==> config.mk <==
export PLATFORM = sky130hd
export DESIGN_NAME = multi_slot_countdown_timer_top
export DESIGN_NICKNAME = d
export VERILOG_FILES = /design/src/rtl/mcst_pkg.sv /design/src/rtl/mcst_ram.sv /design/src/rtl/mcst_slot_unit.sv /design/src/rtl/multi_slot_countdown_timer_top.sv
export SDC_FILE = /design/constraint.sdc
export NUM_CORES = 1
export LEC_CHECK = 0
export ABC_AREA = 1
export BUFFER_PORTS_ARGS = -buffer_cell sky130_fd_sc_hd__buf_2
export CAP_MARGIN = 20
export CORE_AREA = 5 5 247 177
export DETAILED_ROUTE_END_ITERATION = 7
export DIE_AREA = 0 0 252 182
export PLACE_DENSITY = 0.54
export SYNTH_ARGS = -nofsm -noshare
export SYNTH_HDL_FRONTEND = slang
export SYNTH_SLANG_ARGS = --single-unit
==> constraint.sdc <==
create_clock -name aclk -period 3.6 [get_ports aclk]
set_input_delay 0.18 -clock aclk [delete_from_list [all_inputs] [get_ports aclk]]
set_output_delay 0.18 -clock aclk [all_outputs]
set_load 0.05 [all_outputs]
==> src/rtl/mcst_pkg.sv <==
// Shared types and codes for the multi-slot countdown timer.
// No dependencies; the slot unit, top level, checker and testbench import this package.
package mcst_pkg;

    // Command codes carried in the op field of an input beat.
    localparam logic [1:0] OP_ADD     = 2'd0;
    localparam logic [1:0] OP_CANCEL  = 2'd1;
    localparam logic [1:0] OP_RELEASE = 2'd2;
    localparam logic [1:0] OP_TICK    = 2'd3;

    // Reply status codes.
    localparam logic [2:0] ST_OK       = 3'd0;
    localparam logic [2:0] ST_INVALID  = 3'd1;
    localparam logic [2:0] ST_FULL     = 3'd2;
    localparam logic [2:0] ST_BUSY     = 3'd3;
    localparam logic [2:0] ST_CANCELED = 3'd4;

    // Result kinds.
    localparam logic KIND_REPLY  = 1'b0;
    localparam logic KIND_EXPIRY = 1'b1;

    // Slot phases.
    localparam logic [1:0] PH_WAIT   = 2'd0;
    localparam logic [1:0] PH_DONE   = 2'd1;
    localparam logic [1:0] PH_CANCEL = 2'd2;

    // At most this many expiry events come out of one tick.
    localparam int MAX_EVENTS = 16;
    localparam int EV_W       = $clog2(MAX_EVENTS + 1);

    typedef struct packed {
        logic [1:0]  op;
        logic [15:0] delay;
        logic [5:0]  slot_id;
    } in_t;

    typedef struct packed {
        logic       kind;
        logic [2:0] status;
        logic [5:0] slot_out;
        logic       last;
    } out_t;

    // One entry of the slot table memory.
    typedef struct packed {
        logic [1:0]  phase;
        logic [15:0] count;
    } entry_t;

    // Decision of the slot update unit for the entry under evaluation.
    typedef struct packed {
        logic       wr_en;
        entry_t     entry;
        logic [2:0] status;
        logic       fire;
    } slot_upd_t;

endpackage

==> src/rtl/mcst_ram.sv <==
// Generic single-write, single-read RAM with a registered read port.
// No dependencies.
module mcst_ram #(
    parameter int WIDTH = 18,
    parameter int DEPTH = 16
) (
    input  logic                     aclk,
    input  logic                     wr_en,
    input  logic [$clog2(DEPTH > 1 ? DEPTH : 2)-1:0] wr_addr,
    input  logic [WIDTH-1:0]         wr_data,
    input  logic                     rd_en,
    input  logic [$clog2(DEPTH > 1 ? DEPTH : 2)-1:0] rd_addr,
    output logic [WIDTH-1:0]         rd_data
);

    logic [WIDTH-1:0] mem [DEPTH];

    // Write port, and read port whose data holds until the next read.
    always_ff @(posedge aclk) begin
        if (wr_en) begin
            mem[wr_addr] <= wr_data;
        end
        if (rd_en) begin
            rd_data <= mem[rd_addr];
        end
    end

endmodule

==> src/rtl/mcst_slot_unit.sv <==
// Shared slot update unit: decrement, zero compare and phase decision for
// one table entry, used by both the tick walk and the cancel command.
// Depends on mcst_pkg.
module mcst_slot_unit (
    input  logic               is_tick,
    input  logic               can_fire,
    input  mcst_pkg::entry_t   entry,
    output mcst_pkg::slot_upd_t upd
);
    import mcst_pkg::*;

    // Decide the write-back, the reply status and whether the slot expires.
    always_comb begin
        upd        = '0;
        upd.entry  = entry;
        upd.status = ST_OK;
        if (is_tick) begin
            if (entry.phase == PH_WAIT) begin
                if (entry.count != 16'd0) begin
                    upd.wr_en       = 1'b1;
                    upd.entry.count = entry.count - 16'd1;
                end else if (can_fire) begin
                    upd.wr_en       = 1'b1;
                    upd.entry.phase = PH_DONE;
                    upd.fire        = 1'b1;
                end
            end
        end else begin
            if (entry.phase == PH_WAIT) begin
                upd.wr_en       = 1'b1;
                upd.entry.phase = PH_CANCEL;
            end else if (entry.phase == PH_CANCEL) begin
                upd.status = ST_CANCELED;
            end else begin
                upd.status = ST_BUSY;
            end
        end
    end

endmodule

==> src/rtl/multi_slot_countdown_timer_top.sv <==
// Top level of the multi-slot countdown timer: sequencer, slot flags and
// output register. Depends on mcst_pkg, mcst_ram and mcst_slot_unit.
//
// One beat is taken at a time; s_ready is low while a command or tick is
// being worked. The slot table lives in a RAM with one read and one write
// port, and the sequencer walks it one slot at a time. Cancel passes
// S_CHECK, S_CMD_EVAL and S_REPLY; an invalid id or a free slot skips
// S_CMD_EVAL. Release passes S_CHECK and S_REPLY. Add stays in S_ADD
// for each slot up to the lowest free one. A tick visits S_TICK_SCAN per
// slot, S_TICK_EVAL per used slot, then S_FLUSH. A result register held
// by m_ready low stalls S_REPLY, S_FLUSH and an expiry push in
// S_TICK_EVAL. A tick that expires nothing gives no result beat; the
// expiry beats of one tick come out in slot order, the final one with last.
module multi_slot_countdown_timer_top #(
    parameter int SLOT_COUNT = 16
) (
    input  logic            aclk,
    input  logic            aresetn,
    input  logic            s_valid,
    output logic            s_ready,
    input  mcst_pkg::in_t   s_data,
    output logic            m_valid,
    input  logic            m_ready,
    output mcst_pkg::out_t  m_data
);
    import mcst_pkg::*;

    localparam int IDX_W = (SLOT_COUNT > 1) ? $clog2(SLOT_COUNT) : 1;
    localparam logic [IDX_W-1:0] LAST_IDX = IDX_W'(SLOT_COUNT - 1);
    localparam logic [6:0] SLOT_LIMIT = 7'(SLOT_COUNT);

    typedef enum logic [2:0] {
        S_IDLE,
        S_CHECK,
        S_CMD_EVAL,
        S_ADD,
        S_TICK_SCAN,
        S_TICK_EVAL,
        S_FLUSH,
        S_REPLY
    } state_t;

    state_t               state_reg, state_next;
    in_t                  cmd_reg, cmd_next;
    logic [IDX_W-1:0]     idx_reg, idx_next;
    logic [SLOT_COUNT-1:0] used_reg, used_next;
    logic [2:0]           rsp_status_reg, rsp_status_next;
    logic [5:0]           rsp_slot_reg, rsp_slot_next;
    logic                 pend_valid_reg, pend_valid_next;
    logic [IDX_W-1:0]     pend_slot_reg, pend_slot_next;
    logic [EV_W-1:0]      ev_cnt_reg, ev_cnt_next;
    logic                 m_valid_reg, m_valid_next;
    out_t                 m_data_reg, m_data_next;

    logic                 ram_wr_en;
    entry_t               ram_wr_data;
    logic                 ram_rd_en;
    logic [$bits(entry_t)-1:0] ram_rd_raw;
    entry_t               ram_rd_data;
    slot_upd_t            upd;
    logic                 out_free;
    logic                 id_ok;
    logic                 idx_last;
    logic                 cur_used;

    // Slot table: phase and remaining count per slot.
    mcst_ram #(
        .WIDTH ($bits(entry_t)),
        .DEPTH (SLOT_COUNT)
    ) u_table (
        .aclk    (aclk),
        .wr_en   (ram_wr_en),
        .wr_addr (idx_reg),
        .wr_data (ram_wr_data),
        .rd_en   (ram_rd_en),
        .rd_addr (idx_reg),
        .rd_data (ram_rd_raw)
    );

    assign ram_rd_data = entry_t'(ram_rd_raw);

    // Shared update unit for tick and cancel evaluation.
    mcst_slot_unit u_unit (
        .is_tick  (cmd_reg.op == OP_TICK),
        .can_fire (ev_cnt_reg < EV_W'(MAX_EVENTS)),
        .entry    (ram_rd_data),
        .upd      (upd)
    );

    assign out_free = !m_valid_reg || m_ready;
    assign id_ok    = {1'b0, cmd_reg.slot_id} < SLOT_LIMIT;
    assign idx_last = (idx_reg == LAST_IDX);
    assign cur_used = used_reg[idx_reg];

    assign s_ready = (state_reg == S_IDLE);
    assign m_valid = m_valid_reg;
    assign m_data  = m_data_reg;

    // Sequencer next-state and datapath control.
    always_comb begin
        state_next      = state_reg;
        cmd_next        = cmd_reg;
        idx_next        = idx_reg;
        used_next       = used_reg;
        rsp_status_next = rsp_status_reg;
        rsp_slot_next   = rsp_slot_reg;
        pend_valid_next = pend_valid_reg;
        pend_slot_next  = pend_slot_reg;
        ev_cnt_next     = ev_cnt_reg;
        m_valid_next    = m_valid_reg && !m_ready;
        m_data_next     = m_data_reg;
        ram_wr_en       = 1'b0;
        ram_wr_data     = upd.entry;
        ram_rd_en       = 1'b0;

        unique case (state_reg)
            S_IDLE: begin
                if (s_valid) begin
                    cmd_next    = s_data;
                    ev_cnt_next = '0;
                    case (s_data.op)
                        OP_ADD: begin
                            idx_next   = '0;
                            state_next = S_ADD;
                        end
                        OP_TICK: begin
                            idx_next   = '0;
                            state_next = S_TICK_SCAN;
                        end
                        default: begin
                            idx_next   = s_data.slot_id[IDX_W-1:0];
                            state_next = S_CHECK;
                        end
                    endcase
                end
            end

            // Cancel and release: range and occupancy check.
            S_CHECK: begin
                rsp_slot_next = cmd_reg.slot_id;
                if (!id_ok) begin
                    rsp_status_next = ST_INVALID;
                    state_next      = S_REPLY;
                end else if (cmd_reg.op == OP_RELEASE) begin
                    used_next[idx_reg] = 1'b0;
                    rsp_status_next    = ST_OK;
                    state_next         = S_REPLY;
                end else if (!cur_used) begin
                    rsp_status_next = ST_INVALID;
                    state_next      = S_REPLY;
                end else begin
                    ram_rd_en  = 1'b1;
                    state_next = S_CMD_EVAL;
                end
            end

            S_CMD_EVAL: begin
                ram_wr_en       = upd.wr_en;
                rsp_status_next = upd.status;
                state_next      = S_REPLY;
            end

            // Add: walk for the lowest free slot.
            S_ADD: begin
                if (!cur_used) begin
                    used_next[idx_reg] = 1'b1;
                    ram_wr_en          = 1'b1;
                    ram_wr_data.phase  = PH_WAIT;
                    ram_wr_data.count  = cmd_reg.delay;
                    rsp_status_next    = ST_OK;
                    rsp_slot_next      = 6'(idx_reg);
                    state_next         = S_REPLY;
                end else if (idx_last) begin
                    rsp_status_next = ST_FULL;
                    rsp_slot_next   = '0;
                    state_next      = S_REPLY;
                end else begin
                    idx_next = idx_reg + IDX_W'(1);
                end
            end

            // Tick: read each used slot, skip free ones.
            S_TICK_SCAN: begin
                if (cur_used) begin
                    ram_rd_en  = 1'b1;
                    state_next = S_TICK_EVAL;
                end else if (idx_last) begin
                    state_next = S_FLUSH;
                end else begin
                    idx_next = idx_reg + IDX_W'(1);
                end
            end

            // Tick: update the slot; a new expiry pushes the held one out.
            S_TICK_EVAL: begin
                if (!(upd.fire && pend_valid_reg && !out_free)) begin
                    ram_wr_en = upd.wr_en;
                    if (upd.fire) begin
                        if (pend_valid_reg) begin
                            m_valid_next         = 1'b1;
                            m_data_next.kind     = KIND_EXPIRY;
                            m_data_next.status   = ST_OK;
                            m_data_next.slot_out = 6'(pend_slot_reg);
                            m_data_next.last     = 1'b0;
                        end
                        pend_valid_next = 1'b1;
                        pend_slot_next  = idx_reg;
                        ev_cnt_next     = ev_cnt_reg + EV_W'(1);
                    end
                    if (idx_last) begin
                        state_next = S_FLUSH;
                    end else begin
                        idx_next   = idx_reg + IDX_W'(1);
                        state_next = S_TICK_SCAN;
                    end
                end
            end

            // End of tick: the held expiry goes out as the final beat.
            S_FLUSH: begin
                if (!pend_valid_reg) begin
                    state_next = S_IDLE;
                end else if (out_free) begin
                    m_valid_next         = 1'b1;
                    m_data_next.kind     = KIND_EXPIRY;
                    m_data_next.status   = ST_OK;
                    m_data_next.slot_out = 6'(pend_slot_reg);
                    m_data_next.last     = 1'b1;
                    pend_valid_next      = 1'b0;
                    state_next           = S_IDLE;
                end
            end

            S_REPLY: begin
                if (out_free) begin
                    m_valid_next         = 1'b1;
                    m_data_next.kind     = KIND_REPLY;
                    m_data_next.status   = rsp_status_reg;
                    m_data_next.slot_out = rsp_slot_reg;
                    m_data_next.last     = 1'b1;
                    state_next           = S_IDLE;
                end
            end

            default: begin
                state_next = S_IDLE;
            end
        endcase
    end

    // State, slot flags and output register.
    always_ff @(posedge aclk) begin
        if (!aresetn) begin
            state_reg      <= S_IDLE;
            used_reg       <= '0;
            pend_valid_reg <= 1'b0;
            ev_cnt_reg     <= '0;
            m_valid_reg    <= 1'b0;
        end else begin
            state_reg      <= state_next;
            used_reg       <= used_next;
            pend_valid_reg <= pend_valid_next;
            ev_cnt_reg     <= ev_cnt_next;
            m_valid_reg    <= m_valid_next;
        end
        cmd_reg        <= cmd_next;
        idx_reg        <= idx_next;
        rsp_status_reg <= rsp_status_next;
        rsp_slot_reg   <= rsp_slot_next;
        pend_slot_reg  <= pend_slot_next;
        m_data_reg     <= m_data_next;
    end

endmodule

Yosys cells after proc, flatten, opt, wreduce, memory -nomap -nowiden
Memory sizes are Yosys's and may differ from the RTL's. A register that Yosys moved wholly into a read port is not among the register bits.
Cells that the tools add are included.
- mux-type cells: 86
- $lt $le $gt $ge: 4
- bitwise gates (word level): 4
- reductions and logical operators: 29
- eq/ne operators: 27
- add/sub/neg operators: 3
- operators by type and width (kind ; count):
    $mux W16 ; 5
    $mux W11 ; 6
    $mux W3 ; 22
    $mux W18 ; 2
    $pmux W11 S3 ; 1
    $pmux W16 S2 ; 1
    $mux W4 ; 6
    $ne A2 B2 Y1 const B ; 12
    $pmux W3 S8 ; 1
    $mux W1 ; 23
    $mux W19 ; 1
    $and A16 B16 Y16 ; 1
    $not A16 Y16 ; 1
    $or A16 B16 Y16 ; 1
    $pmux W4 S4 ; 1
    $reduce_bool A16 Y1 ; 1
    $sub A16 B1 Y16 const B ; 1
    $mux W5 ; 3
    $eq A3 B3 Y1 const B ; 4
    $mux W6 ; 2
    $pmux W6 S2 ; 1
    $reduce_and A4 Y1 ; 3
    $pmux W5 S2 ; 1
    $pmux W3 S3 ; 1
    other kinds (32) ; 52
- memories: 1
- word-level logic and storage cells: 170
- output and inout bits: 13
- bits in registers: 78
- memory bits (writable): 288
- input bits: 28
- memories (memory ; depth ; width ; rd ports ; clocked after Yosys merged registers in ; wr ports ; RTL line ; text):
    u_table.mem ; 16 ; 18 ; 1 ; 1 ; 1 ; mcst_ram.sv:16 ; logic [WIDTH-1:0] mem [DEPTH];

Depth between registers and ports, before layout
Gate-level depths: netlist of run 1.
- word-level depth: 11
- gate-level depth with buffers: 15
- mapped depth without buffers: 15

Hierarchy
A second synthesis of run 1 with hierarchy kept.
- cell total of the unflattened synthesis: 1794
- area total of the unflattened synthesis: 17436.7 µm²
- by module, submodules not included (module ; cells each ; seq. area each (µm²) ; times used ; area each (µm²)):
    mcst_ram ; 1203 ; 9188.8 ; 1 ; 12942.4
    multi_slot_countdown_timer_top ; 466 ; 2082.0 ; 1 ; 3849.9
    mcst_slot_unit ; 125 ; 0.0 ; 1 ; 644.4

Worst setup path after synthesis of run 1
No wires, ideal clock.
- path kind: reg2reg
- from: register state_reg[0]
- to: register cmd_reg[0] (netlist bit), enable pin
- period minus slack after synthesis: 3.049 ns
- required time: 3.195 ns
- data arrival time: 2.644 ns
- cell stages (with the launch flop): 8
- slack: 0.551 ns
- library setup time: 0.405 ns
- path buffers: 0
- path through: dfxtp_1 inv_2 nor3_1 inv_1 nand2_1 nor2_1 inv_1 nor2_1
- word-level cells in the longest chain between the ends: 2
- RTL lines (item ; RTL line ; text):
    start, declared ; multi_slot_countdown_timer_top.sv:43 ; state_t state_reg, state_next;
    start signal, assigned ; multi_slot_countdown_timer_top.sv:260 ; state_reg <= state_next;
    $logic_not A3 Y1 ; - ;
    net s_ready ; multi_slot_countdown_timer_top.sv:20 ; output logic s_ready,
    $reduce_and A2 Y1 (no source line) ; - ;
    end signal, assigned ; multi_slot_countdown_timer_top.sv:266 ; cmd_reg <= cmd_next;
    end, declared ; multi_slot_countdown_timer_top.sv:44 ; in_t cmd_reg, cmd_next;
The timed path passes the listed nets, and every way through them passes these cells.
A chain may end at the register's enable or synchronous reset.

==> results.cfg, run 1 <==
[placed_design]
place_congestion = 0.923
dp_hpwl_um = 25600
portBuffers = 40
dp.cells = 1985

[worst_setup_path]
critPathLaunchType = register
critPathRequiredTime_ns = 3.77
worst_r2r_path_depth = 9
worstSetupPathType = register to register
end_kind = register
cp_max_fo = 28
cp.arrival_ns = 3.28

[layout]
regArea_mm2 = 0.0113
utilization_pct = 45.0
largest_reg_flops = 288
nFillCells = 3824
final_cells = 2078
n_antenna_cell = 0
drive_gt1_share_pct = 12.6
nets = 1536
area_growth_pct = 15.1
multi_input_area_mm2 = 0.00433

[grt]
grt_overflow_total = 0
antenna_found_initial = 0
grt_use_total_pct = 18.5
grt_pass1_wl_um = 65600
grt_pass1_vias = 10700
grt_max_degree = 99

[status]
status = complete, no violations

[yosys]
synth-compound-area-share_pct = 9.23
ys_ff_latch = 384
synthAdderAreaFrac_pct = 0.774
synth_area_per_cell_um2 = 11.3
synth_nets = 1468
synth_flop_cell = edfxtp_1
async_reset_ff_share_pct = 0
synthSimpleGateAreaFrac_pct = 15.6
ys_seq_area_share_pct = 69.7
synth_largest_area_cell = edfxtp_1
synth_area_leaders = edfxtp_1, nor2_1, nand2_1
synth_warnings = 0
synth_xor_area_share_pct = 0.866
ys_types = 37
synth_edf_count = 358
synth_top_family_by_area = simple AND/OR/NAND/NOR gates
syn_inst = 1430
syn-cell-area_mm2 = 0.0162
muxShareOfSynthArea_pct = 0
yosys.area.top_type_share_pct = 66.5

[route]
dr_total_vias = 10900
drcViolationCount = 0
drt_iter0_markers = 1076
ant_nets = 0
routed_via_density = 5.25
drt_pass1_iterations = 5
wl_per_cell_um = 20.6
routed_wl_um = 42700

[floorplanning]
die_h_um = 182
start_util_pct = 39.1
die-area_mm2 = 0.0459
coreArea_mm2 = 0.0414
die_w_um = 252
core.rowCount = 63
io_pins = 41

[clock_tree]
htreeDepth = 2
clk_pin_slew_worst_paths_ns = 0.06
cts_hold_buf = 24
clockBufferDepth = 3
cts_tree = done
cts.sinks = 384
postCtsSetupBuffers = 0
clk_latency_ns = 0.53
cts-buffers-inserted = 38
cts_root_buf = clkbuf_16
cts_resized = 0

[hold_path]
hold_depth = 4
hp-class = input pin to register

[timing]
slew_headroom_pct = 30.4
worst_slew_pin_slew_ns = 1.04
layout_min_cycle_time_ns = 3.10
fmax_mhz = 322
setup_tns_ns = 0
drv_slew = 0
fin_crit_sh_pct = 86.2
finalSetupViolCount = 0
hold_viol = 0
whs_ns = 0.0688
clock-skew-final_ns = 0.0188
rsz0062_at_grt = false

[power]
power_density_mw_per_mm2 = 768
power.leakage_uw = 0.00650
peakVddDrop_uv = 429
post-layout-total-power_uw = 14300

[flow_run]
max_cap_violations = 0
-- area by class of cell --
class	instances	area share [%]
Sequential cell	384	60.6
Multi-Input combinational cell	890	23.3
Clock buffer	49	5.44
Timing Repair Buffer	101	4.46
Tap cell	552	3.71
Inverter	83	1.69
Clock inverter	19	0.887
-- Yosys cell counts, types with 2 or more instances --
| cell | n |
|---|---|
| a21oi_1 | 15 |
| o22ai_1 | 72 |
| nand2_4 | 2 |
| o21ai_0 | 176 |
| nand4_1 | 22 |
| edfxtp_1 | 358 |
| buf_6 | 2 |
| xor2_1 | 12 |
| ha_1 | 10 |
| buf_2 | 15 |
| inv_2 | 10 |
| xnor2_1 | 4 |
| nor2_4 | 4 |
| nand2_2 | 6 |
| buf_1 | 4 |
| o211ai_1 | 2 |
| or2_2 | 5 |
| nor4_1 | 4 |
| nand2_1 | 237 |
| nor2_2 | 9 |
| dfxtp_1 | 26 |
| nor2_1 | 245 |
| nand3_2 | 10 |
| a211oi_1 | 2 |
| nand3_1 | 39 |
| inv_1 | 73 |
| buf_4 | 3 |
| clkbuf_1 | 49 |
| nor3_1 | 6 |
-- routing by layer --
metal	global-route usage [%]	wire, um	vias to the layer above
li1	-	-	5160
met1	28.2	20600	5355
met2	27.5	18500	347
met3	4.28	3120	45
met4	3.56	575	0
met5	0	0	-
-- report_power, final --
group	internal, uW	switching (uW)	leakage, uW
clock network	2200	1650	0.000573
logic	1180	3380	0.00248
registers	5660	212	0.00345
-- path summary, 6_finish.rpt --
| check | from | to | slack, ns |
|---|---|---|---|
| max | idx_reg[0]$_DFFE_PP_ | u_table.mem[4][7]$_DFFE_PP_ | 0.50 |
| max reg2reg | idx_reg[0]$_DFFE_PP_ | u_table.mem[4][7]$_DFFE_PP_ | 0.50 |
| min reg2reg | register | register | 0.47 |
| min | m_ready | m_valid$_SDFF_PN0_ | 0.07 |
-- cells by family (layout without fill, tap and decap cells) --
group                      after synthesis  in the layout
and+or+nand+nor                        591            591
DFF                                    384            384
AOI/OAI and AO/OA                      273            273
buffers and inverters                  156            252
xor gates and xnor gates                16             16
adders and majority gates               10             10
-- per-stage QoR --
step                area, um^2  worst slack (ns)
global placement         17200             0.586
detailed placement       17200             0.508
floorplan                16200             0.551
finish                   18600             0.498
global route             18600             0.193
CTS                      18600             0.489
-- critical path, cell delays in order, from the launching register on --
cell and delay (ns):
edfxtp_1 0.60, inv_4 0.34, nand2_1 0.10, nand3_1 0.09, nand2_1 0.06, nand2_1 0.05
nand2_1 0.10, nor2_4 0.23, nand2_4 0.26, a21oi_1 0.89
-- placed cells by master, fill, tap and decap left out, drive strengths merged --
cell type and count:
xor2 12, a21oi 16, o211ai 3, xnor2 4, a211oi 2, clkbuf 49, bufinv 3, nand2 245
o41ai 1, inv 84, edfxtp 358, or2 5, buf 77, nor2 259, o31ai 1, clkinv 14
nand4 22, dfxtp 26, clkinvlp 1, nor3 6, o22ai 72, a31oi 1, dlygate4sd3 24, ha 10
nand3 49, nor4 4, o21ai 177, and3 1
(Power assumes the default switching activity.)
==> run 2, diff against run 1 <==
Settings changed: PLACE_DENSITY 0.54 to 0.57.
==> run 2 against run 1 <==
Via count increased by 1.4%; non-clock buffer count grew 9; largest power group unchanged; routed wire length decreased by 0.60%; sequential share of layout area up 0.30 points; worst setup slack improved by 0.21 ns; count of clock-buffer cells in the layout is 4 lower; critical path depth rose by 3.
==> results.cfg, run 2 (synthesis results as in run 1) <==
[layout]
final_cells = 2082
multi_input_area_mm2 = 0.00432
largest_reg_flops = 288
regArea_mm2 = 0.0113
final_common_cell = edfxtp_1
final_cell_area_mm2 = 0.0185
drive_gt1_share_pct = 13.1
area_growth_pct = 14.5
final_cell_mix = edfxtp_1, nand2_1, nor2_1
n_antenna_cell = 0
nFillCells = 3835
utilization_pct = 44.8
nets = 1543

[timing]
drv_slew = 0
worst_slew_pin_slew_ns = 0.883
clock-skew-final_ns = 0.0252
fmax_mhz = 346
setup_tns_ns = 0
slew_headroom_pct = 41.2
layout_min_cycle_time_ns = 2.89
hold_viol = 0
rsz0062_at_grt = false
fin_crit_sh_pct = 80.2
finalSetupViolCount = 0

[power]
seqPwrFrac_pct = 41.4
peakVddDrop_uv = 556
power.share.switching_pct = 37.2
power.leakage_uw = 0.00648
clockPowerShare_pct = 26.2
power_density_mw_per_mm2 = 767
switchingPower_uw = 5280
pwr-share-comb_pct = 32.3
intPower_uw = 8920

[worst_setup_path]
r2r_slack_ns = 0.71
timing.rr.start = idx_reg[0]$_DFFE_PP_
cp.arrival_ns = 3.12
end_kind = register
critPathRequiredTime_ns = 3.84
cp_max_fo = 15
worst_r2r_path_depth = 12
critPathLaunchType = register
worstSetupPathType = register to register
r2r-end = u_table.mem[11][5]$_DFFE_PP_

[placed_design]
portBuffers = 40
place_congestion = 0.913
dp.cells = 1995
placed_area_mm2 = 0.0172
dp_hpwl_um = 26100

[clock_tree]
cts_root_buf = clkbuf_16
clockBufferDepth = 3
clk_latency_ns = 0.55
cts_hold_buf = 24
cts-buffers-inserted = 36
cts.sinks = 384
cts_resized = 0
postCtsSetupBuffers = 0
htreeDepth = 2
cts_tree = done
clk_pin_slew_worst_paths_ns = 0.07

[floorplanning]
die_h_um = 182
start_util_pct = 39.1
io_pins = 41
coreArea_mm2 = 0.0414
core.rowCount = 63
die_w_um = 252
die-area_mm2 = 0.0459

[flow_run]
max_cap_violations = 0

[route]
drt_iter0_markers = 1099
ant_nets = 0
drcViolationCount = 0
dr_total_vias = 11100
drt_pass1_iterations = 5
routed_via_density = 5.31
wl_per_cell_um = 20.4
routed_wl_um = 42500

[status]
status = complete, no violations

[grt]
grt_max_degree = 81
grt_overflow_total = 0
grt_pass1_wl_um = 64800
grt_pass1_vias = 10500
antenna_found_initial = 1
grt_use_total_pct = 18.2

[hold_path]
hold_depth = 5
hp-class = input pin to register
hp-start = s_valid
hold_path_end = state_reg[0]$_SDFFE_PN0P_
## run 2: changes by cell type in the layout (fill, tap and decap cells not counted), sizes merged
cell      change
buf           +9
clkinv        -3
clkbuf        -4
clkinvlp      +2
## run 2: critical path, cell delays in order, from the launching register on
cell,delay (ns)
edfxtp_1,0.61
inv_4,0.24
nand2_1,0.09
nand3_1,0.08
nand2_1,0.06
nand2_1,0.06
nand2_1,0.10
inv_1,0.07
nand2_1,0.12
nor2_2,0.21
a21oi_4,0.10
nor2_2,0.55
buf_4,0.31
## run 2: power groups by stage
| stage | Sequential (uW) | Combinational, uW | Clock (uW) |
|---|---|---|---|
| 4_1_cts | 5880 | 4560 | 3790 |
| 2_1_floorplan | 5940 | 2940 | 0 |
| 5_1_grt | 5910 | 5030 | 4000 |
| 6_report | 5880 | 4590 | 3730 |
| 3_3_place_gp | 5970 | 4520 | 0 |
| 3_5_place_dp | 5970 | 4520 | 0 |
## run 2: worst max-delay path by stage
stage | start | endpoint | slack, ns | depth (start not counted)
global placement | idx_reg[0]$_DFFE_PP_ | u_table.rd_data[8]$_DFFE_PP_ | 0.79 | 6
global route | idx_reg[0]$_DFFE_PP_ | u_table.mem[11][5]$_DFFE_PP_ | 0.49 | 12
CTS | idx_reg[0]$_DFFE_PP_ | u_table.mem[11][5]$_DFFE_PP_ | 0.70 | 12
detailed placement | idx_reg[0]$_DFFE_PP_ | u_table.mem[11][10]$_DFFE_PP_ | 0.72 | 12
floorplan | state_reg[0]$_SDFFE_PN0P_ | cmd_reg[0]$_DFFE_PP_ | 0.55 | 7
finish | idx_reg[0]$_DFFE_PP_ | u_table.mem[11][5]$_DFFE_PP_ | 0.71 | 12
## run 2: metrics by stage
| step | power [uW] | setup WS [ns] | hold slack [ns] |
|---|---|---|---|
| after global routing | 14900 | 0.490 | 0.0755 |
| final | 14200 | 0.712 | 0.0558 |
| after floorplan | 8880 | 0.551 | 0.279 |
| after CTS | 14200 | 0.698 | 0.0380 |
| after detailed placement | 10500 | 0.724 | 0.358 |
| after global placement | 10500 | 0.787 | 0.357 |
## run 2: layout make-up
| class | count | share of cell area (%) |
|---|---|---|
| clock buffers | 45 | 5.05 |
| repair buffers | 110 | 4.38 |
| flip-flops and latches | 384 | 60.9 |
| inverters | 83 | 1.70 |
| multi-input cells | 890 | 23.3 |
| well taps | 552 | 3.73 |
| clock inverters | 18 | 0.966 |
## run 2: layer usage
metal	GRT usage, %	share of wire [%]	vias to the layer above	routed length, um
met4	3.62	1.6	0	670
met2	25.7	42	400	17800
li1	-	-	5170	-
met1	28.9	48	5436	20600
met5	0	0	-	0
met3	3.98	7.9	52	3370
